[config.mk]
export PLATFORM = sky130hd
export DESIGN_NAME = dh_cordic
export DESIGN_NICKNAME = d
export VERILOG_FILES = /design/src/rtl/core/dh_pkg.sv /design/src/rtl/core/dh_cordic.sv
export SDC_FILE = /design/constraint.sdc
export NUM_CORES = 2
export LEC_CHECK = 0
export BUFFER_PORTS_ARGS = -buffer_cell sky130_fd_sc_hd__buf_2
export CAP_MARGIN = 40
export CORE_UTILIZATION = 45
export DETAILED_ROUTE_END_ITERATION = 6
export PLACE_DENSITY = 0.62
export SKIP_LAST_GASP = 1
export SLEW_MARGIN = 25
export SYNTH_ARGS = -nofsm -noshare
export SYNTH_HDL_FRONTEND = slang
export SYNTH_SLANG_ARGS = --single-unit
[constraint.sdc]
create_clock -name clk -period 5 [get_ports clk]
set_clock_uncertainty 0.15 [all_clocks]
set_input_delay 0.25 -clock clk [delete_from_list [all_inputs] [get_ports clk]]
set_output_delay 0.25 -clock clk [all_outputs]
set_load 0.01 [all_outputs]
[src/rtl/core/dh_pkg.sv]
// ----------------------------------------------------------------------------
// dh_pkg
// Shared constants for the joint transform: default formats, CORDIC gain
// and the arctangent table.
// ----------------------------------------------------------------------------
package dh_pkg;

  localparam int ANGLE_BITS_DEF     = 16;
  localparam int TRIG_FRAC_BITS_DEF = 14;
  localparam int CORDIC_STAGES_DEF  = 16;

  // internal CORDIC format is Q2.30
  localparam int INT_FRAC = 30;
  // datapath width of the CORDIC x, y and z registers
  localparam int CW       = 34;

  localparam logic [31:0] GAIN_Q30 = 32'd652032874;

  // atan(2^-i) as a fraction of a full turn, 32-bit phase units
  function automatic logic [31:0] atan_val(input logic [4:0] i);
    logic [31:0] v;
    unique case (i)
      5'd0:  v = 32'h20000000;
      5'd1:  v = 32'h12E4051E;
      5'd2:  v = 32'h09FB385B;
      5'd3:  v = 32'h051111D4;
      5'd4:  v = 32'h028B0D43;
      5'd5:  v = 32'h0145D7E1;
      5'd6:  v = 32'h00A2F61E;
      5'd7:  v = 32'h00517C55;
      5'd8:  v = 32'h0028BE53;
      5'd9:  v = 32'h00145F2F;
      5'd10: v = 32'h000A2F98;
      5'd11: v = 32'h000517CC;
      5'd12: v = 32'h00028BE6;
      5'd13: v = 32'h000145F3;
      5'd14: v = 32'h0000A2FA;
      5'd15: v = 32'h0000517D;
      5'd16: v = 32'h000028BE;
      5'd17: v = 32'h0000145F;
      5'd18: v = 32'h00000A30;
      5'd19: v = 32'h00000518;
      5'd20: v = 32'h0000028C;
      5'd21: v = 32'h00000146;
      5'd22: v = 32'h000000A3;
      5'd23: v = 32'h00000051;
      5'd24: v = 32'h00000029;
      5'd25: v = 32'h00000014;
      5'd26: v = 32'h0000000A;
      5'd27: v = 32'h00000005;
      5'd28: v = 32'h00000003;
      5'd29: v = 32'h00000001;
      5'd30: v = 32'h00000001;
      default: v = 32'h00000000;
    endcase
    return v;
  endfunction

endpackage

[src/rtl/core/dh_cordic.sv]
// ----------------------------------------------------------------------------
// dh_cordic
// Pipelined rotation-mode CORDIC: cosine and sine of a 16-bit binary angle,
// one stage per iteration, between an input register and an output register.
// ----------------------------------------------------------------------------
module dh_cordic
  import dh_pkg::*;
#(
  parameter int ANGLE_BITS     = ANGLE_BITS_DEF,
  parameter int TRIG_FRAC_BITS = TRIG_FRAC_BITS_DEF,
  parameter int CORDIC_STAGES  = CORDIC_STAGES_DEF,
  localparam int TW            = TRIG_FRAC_BITS + 2
) (
  input  logic                 clk,
  input  logic                 en,
  input  logic [15:0]          angle,
  output logic signed [TW-1:0] cos_o,
  output logic signed [TW-1:0] sin_o
);

  localparam logic [32:0] LOW_MASK = (33'd1 << (32 - ANGLE_BITS)) - 33'd1;
  localparam logic [31:0] KEEP     = ~LOW_MASK[31:0];
  localparam int          SH       = INT_FRAC - TRIG_FRAC_BITS;

  logic signed [CW-1:0] x_r [CORDIC_STAGES+1];
  logic signed [CW-1:0] y_r [CORDIC_STAGES+1];
  logic signed [CW-1:0] z_r [CORDIC_STAGES+1];
  logic                 flip_r [CORDIC_STAGES+1];

  logic [31:0] phase;
  logic [31:0] phase_q;
  logic        flip_nxt;

  // fold the left half plane onto the right one, negate at the end
  always_comb begin
    phase    = {angle, 16'h0000} & KEEP;
    phase_q  = phase + 32'h40000000;
    flip_nxt = phase_q[31];
    if (flip_nxt) begin
      phase = phase ^ 32'h80000000;
    end
  end

  always_ff @(posedge clk) begin
    if (en) begin
      x_r[0]    <= CW'(GAIN_Q30);
      y_r[0]    <= '0;
      z_r[0]    <= {{(CW-32){phase[31]}}, phase};
      flip_r[0] <= flip_nxt;
    end
  end

  for (genvar i = 0; i < CORDIC_STAGES; i++) begin : g_stage
    localparam logic [31:0] ATAN = atan_val(5'(i));
    logic signed [CW-1:0] xs, ys;
    assign xs = x_r[i] >>> i;
    assign ys = y_r[i] >>> i;
    always_ff @(posedge clk) begin
      if (en) begin
        flip_r[i+1] <= flip_r[i];
        if (!z_r[i][CW-1]) begin
          x_r[i+1] <= x_r[i] - ys;
          y_r[i+1] <= y_r[i] + xs;
          z_r[i+1] <= z_r[i] - $signed({2'b00, ATAN});
        end else begin
          x_r[i+1] <= x_r[i] + ys;
          y_r[i+1] <= y_r[i] - xs;
          z_r[i+1] <= z_r[i] + $signed({2'b00, ATAN});
        end
      end
    end
  end

  logic signed [CW-1:0] xf, yf, xr, yr;
  logic signed [TW-1:0] cos_r, sin_r;

  assign xf = flip_r[CORDIC_STAGES] ? -x_r[CORDIC_STAGES] : x_r[CORDIC_STAGES];
  assign yf = flip_r[CORDIC_STAGES] ? -y_r[CORDIC_STAGES] : y_r[CORDIC_STAGES];

  if (SH == 0) begin : g_noround
    assign xr = xf;
    assign yr = yf;
  end else begin : g_round
    localparam logic signed [CW-1:0] HALF = CW'(1) <<< (SH - 1);
    assign xr = (xf + HALF) >>> SH;
    assign yr = (yf + HALF) >>> SH;
  end

  always_ff @(posedge clk) begin
    if (en) begin
      cos_r <= xr[TW-1:0];
      sin_r <= yr[TW-1:0];
    end
  end

  assign cos_o = cos_r;
  assign sin_o = sin_r;

endmodule

Word level (Yosys, flattened, before mapping)
Memories as Yosys holds them, arrays and structs flattened.
Index checks and enable logic that the tools add are counted.
{"block": "op_classes", "add_sub_neg": 100, "n_mux": 149, "bitwise": 49}
{"operator": "2-to-1 mux 34 bit", "n": 48}
{"operator": "2-to-1 mux 1 bit", "n": 98}
{"operator": "2-to-1 mux 32 bit", "n": 3}
{"operator": "adder 34 x 19 -> 34 bit", "n": 2}
{"operator": "adder 34 x 20 -> 34 bit", "n": 2}
{"operator": "adder 34 x 21 -> 34 bit", "n": 2}
{"operator": "adder 34 x 22 -> 34 bit", "n": 2}
{"operator": "adder 34 x 23 -> 34 bit", "n": 2}
{"operator": "adder 34 x 24 -> 34 bit", "n": 2}
{"operator": "adder 34 x 25 -> 34 bit", "n": 2}
{"operator": "adder 34 x 26 -> 34 bit", "n": 2}
{"operator": "adder 34 x 27 -> 34 bit", "n": 2}
{"operator": "adder 34 x 28 -> 34 bit", "n": 2}
{"operator": "adder 34 x 29 -> 34 bit", "n": 2}
{"operator": "adder 34 x 30 -> 34 bit", "n": 2}
{"operator": "adder 34 x 31 -> 34 bit", "n": 2}
{"operator": "adder 34 x 32 -> 34 bit", "n": 2}
{"operator": "adder 34 x 33 -> 34 bit", "n": 2}
{"operator": "subtractor 34 x 19 -> 34 bit", "n": 2}
{"operator": "subtractor 34 x 20 -> 34 bit", "n": 2}
{"operator": "subtractor 34 x 21 -> 34 bit", "n": 2}
{"operator": "subtractor 34 x 22 -> 34 bit", "n": 2}
{"operator": "subtractor 34 x 23 -> 34 bit", "n": 2}
{"operator": "subtractor 34 x 24 -> 34 bit", "n": 2}
{"operator": "48 further kinds", "n": 107}
{"block": "word_totals", "reg_bits": 32, "mem_bits_rw": 1751, "in_bits": 18, "mem_count": 4}
{"memory": "x_r", "words": 17, "width": 34, "read_ports": 17, "rd_clocked_by_memory_dff": 0, "write_ports": 17, "line_no": "dh_cordic.sv:25", "rtl": "logic signed [CW-1:0] x_r [CORDIC_STAGES+1];"}
{"memory": "y_r", "words": 17, "width": 34, "read_ports": 17, "rd_clocked_by_memory_dff": 0, "write_ports": 17, "line_no": "dh_cordic.sv:26", "rtl": "logic signed [CW-1:0] y_r [CORDIC_STAGES+1];"}
{"memory": "z_r", "words": 17, "width": 34, "read_ports": 16, "rd_clocked_by_memory_dff": 0, "write_ports": 17, "line_no": "dh_cordic.sv:27", "rtl": "logic signed [CW-1:0] z_r [CORDIC_STAGES+1];"}
{"memory": "flip_r", "words": 17, "width": 1, "read_ports": 17, "rd_clocked_by_memory_dff": 0, "write_ports": 17, "line_no": "dh_cordic.sv:28", "rtl": "logic flip_r [CORDIC_STAGES+1];"}

Logic depth before layout (Yosys ltp)
An unclocked memory read counts as a cell.
{"block": "depth", "ltp_word": 5, "ltp_mapped": 22, "depth_no_buf": 22}

Least setup slack after synthesis
OpenSTA, ideal clock, no wires.
{"block": "synth_timing", "path_kind": "input port to flip-flop", "from": "input en", "to": "memory x_r[5][30] (data pin)", "setup_time_ns": 0.265, "arrival_time_ns": 4.566, "t_required_ns": 4.585, "slack_ns": 0.019, "cell_stages": 18, "path_cell_list": "clkbuf_1 clkbuf_1 nand2_1 clkbuf_1 clkbuf_1 o21ai_0 fa_1 a21o_1 a21oi_1 o21bai_1 o211ai_1 o21ai_0 a41o_1 a2111oi_0 o21ai_0 a31oi_1 o21ai_0 xor2_1"}
{"element": "from (decl)", "line_no": "dh_cordic.sv:15", "rtl": "input logic en,"}
{"element": "to (decl)", "line_no": "dh_cordic.sv:25"}

==> impl_results.md <==
- Synth Instances: 12800
- Sink Count: 1490
- Synthesized flop and latch total: 1490
- CP Data Required Time: 5420 ps
- Share of the synthesized area in the top cell type: 36.2%
- IO buf count: 49
- Synth Net Count: 14200
- Minimum clock period: 4880 ps
- Critical-path maximum fanout: 5
- Async S/R FF share, synth: 0%
- Final setup fails: 0
- FF-to-FF Start: x_r[8][13]$_DFFE_PP_
- R2R Setup Slk: 120 ps
- Num rows: 192
- Layout cell share with drive strength beyond 1: 8.65%
- Hold Fails Final Rpt: 0
- Most common cell in the synthesized netlist: edfxtp_1
- DRT Wirelength: 332 mm
- Final #Nets: 14900
- Reg-to-Reg End: y_r[9][33]$_DFFE_PP_
- Initial DRC count: 6725
- Reg clk slew, reported paths: 60 ps
- RSZ-0062 raised after global routing: true
- Max Clock Freq: 205 MHz
- Die Y: 526 um
- Critical path startpoint: x_r[8][13]$_DFFE_PP_
- Routed Antenna Nets: 0
- # DRC: 1
- Wirelength per Cell: 19.3 um
- Initial antenna violation count: 10
- R2R depth: 17
- Critical path class: reg2reg
- Clock Latency Late Sink: 890 ps
- Global-route wire length before repair: 525 mm
- CP Launch Type: register
- Util after Layout: 50.9%
- Post-DP HPWL: 265 mm
- Starting density of the core: 45.2%
- Post-synth EDFFs: 1490
- Distinct cells, synth: 99
- Largest net degree at the start of global routing: 173
- Worst Tran Pin Value: 1020 ps
- Die Width: 526 um
- Hold_sp: angle[14]
- Via density: 5.73
- Total gr overflow: 0
- Placer congestion estimate: 0.940
- # fillers: 24900
- 1st-pass router iterations: 7
- Fin. max-slew vios: 0
- Area grow syn2layout: 12.6%
- Top post-synthesis cells by area: edfxtp_1 (36%), ha_1 (14%), xnor2_1 (8.8%), a21oi_1 (5.3%), xor2_1 (4.3%)
- Core area: 274000 um^2
- Die footprint: 277000 um^2
- CTS Buf Count: 182
- Clock Root Buffer: clkbuf_16
- Outcome: complete, but fails checks
- Top Ports: 50
- Total GRT Usage: 23.3%
- Final period utilization: 97.7%
- WHS Path Cells: 2
- Ys flop type: edfxtp_1
- Worst Path Arrival: 5300 ps
- Hold Path Sink: z_r[0][32]$_DFFE_PP_
- CTS tree: built
- Slew headroom: 31.7%
- Via count: 98500
- Vias in the first global route: 96300
- Crit end category: register
- Register area share after synthesis: 36.2%
- CTS H-Tree Depth: 4
- Hold WC Path Type: in2reg
- Total number of yosys warnings: 0
- Failing checks: design-rule violations
- Cell area after synthesis: 124000 um^2
- Maximum Capacitance Violations: 0
- Clock Path Buffers: 4
- Syn avg cell area: 9.66 um^2
- Synth area leader: edfxtp_1
- Most frequent cells after synthesis: edfxtp_1 (1490), ha_1 (1375), a21oi_1 (1300), xnor2_1 (1250), nor2_1 (1045)
## sequential cells by signal, summed over array words and instances, names as in the netlist
signal and count:
z_r 450, y_r 509, cos_o 16, sin_o 16
flip_r 17, x_r 482
## worst max-delay path by stage
stage                                 to  slack (ps)  cells after the start
finish              y_r[9][33]$_DFFE_PP_         120                     17
global route        y_r[5][33]$_DFFE_PP_        -110                     18
CTS                 y_r[9][31]$_DFFE_PP_           2                     14
detailed placement  y_r[7][27]$_DFFE_PP_        -220                     18
global placement    y_r[7][27]$_DFFE_PP_        -230                     18
floorplan           x_r[5][30]$_DFFE_PP_          20                     18
## kinds of logic (layout without fill, tap and decap cells)
logic type	after synthesis	count (layout)	share of synthesized area, %
AOI/OAI and AO/OA	3898	3898	20.1
and+or+nand+nor	3333	3333	13.0
xor gates and xnor gates	1853	1853	13.1
DFF	1490	1490	36.2
adders and majority gates	1419	1419	14.6
buffers and inverters	712	1498	2.16
muxes	97	97	0.821
other	0	2	0
## layer usage
layer	GRT usage, %	vias to the layer above	wire [um]
met3	2.77	446	16500
li1	-	48900	-
met2	40.5	2248	159000
met1	30.6	46900	149000
met5	0	-	34
met4	5.82	4	8380
## worst max-delay path: stages, from the launching register on
cell	delay, ps
edfxtp_1	450
or4_1	600
or3_1	410
o31ai_1	260
xor2_1	250
ha_1	330
a21o_1	200
a21o_1	170
a21oi_1	180
o21ai_0	100
a21oi_1	190
o41ai_2	120
a221oi_1	280
buf_4	190
o311ai_1	170
a31o_2	270
a21oi_1	180
xnor2_1	110
## cell type report
type | count | area (um^2) | area share, %
multi-input combinational | 10600 | 77100 | 55.3
sequential | 1490 | 44700 | 32.1
timing repair buffer | 663 | 5260 | 3.78
clock buffer | 221 | 4790 | 3.44
tap | 3589 | 4490 | 3.22
inverter | 506 | 1900 | 1.36
clock inverter | 108 | 1050 | 0.754
antenna | 2 | 5.00 | 0.00359
## per-stage QoR
stage	cells	worst slack (ps)	hold WS, ps	setup TNS, ps	area, um^2
3_5_place_dp	16800	-218	255	-812	132000
2_1_floorplan	12800	18.7	199	0	124000
4_1_cts	17200	2.03	23.5	0	138000
5_1_grt	17200	-108	35.1	-253	139000
3_3_place_gp	16800	-226	251	-931	132000
6_report	17200	117	66.5	0	139000
## timing repair
item / in CTS / in global routing
hold buffers: 31 / 0
endpoints found under the setup margin: 11 / 127
buffers inserted: 0 / 21
endpoints found under the hold margin: 87 / 0
pin swaps: 2 / 18
gates resized for setup: 9 / 154
## placed cells by master, fill, tap and decap left out, drive strengths merged, types with 74 or more instances in the layout
cell    instances
o21bai        168
edfxtp       1490
a31oi         114
inv           512
o21a          203
nand2         729
nor2         1046
nor4           74
and3          115
clkinv         74
nor2b         178
a211oi        113
or3           105
a21oi        1300
o31ai         137
buf           631
nand3         225
xor2          603
nor3          293
o21ai         685
ha           1375
xnor2        1250
nand4          87
nand2b        235
clkbuf        221
a21o          652
Power is left out: the tool's default activity adds up to more than one toggle a clock period on the data nets, which glitch-free logic cannot reach.
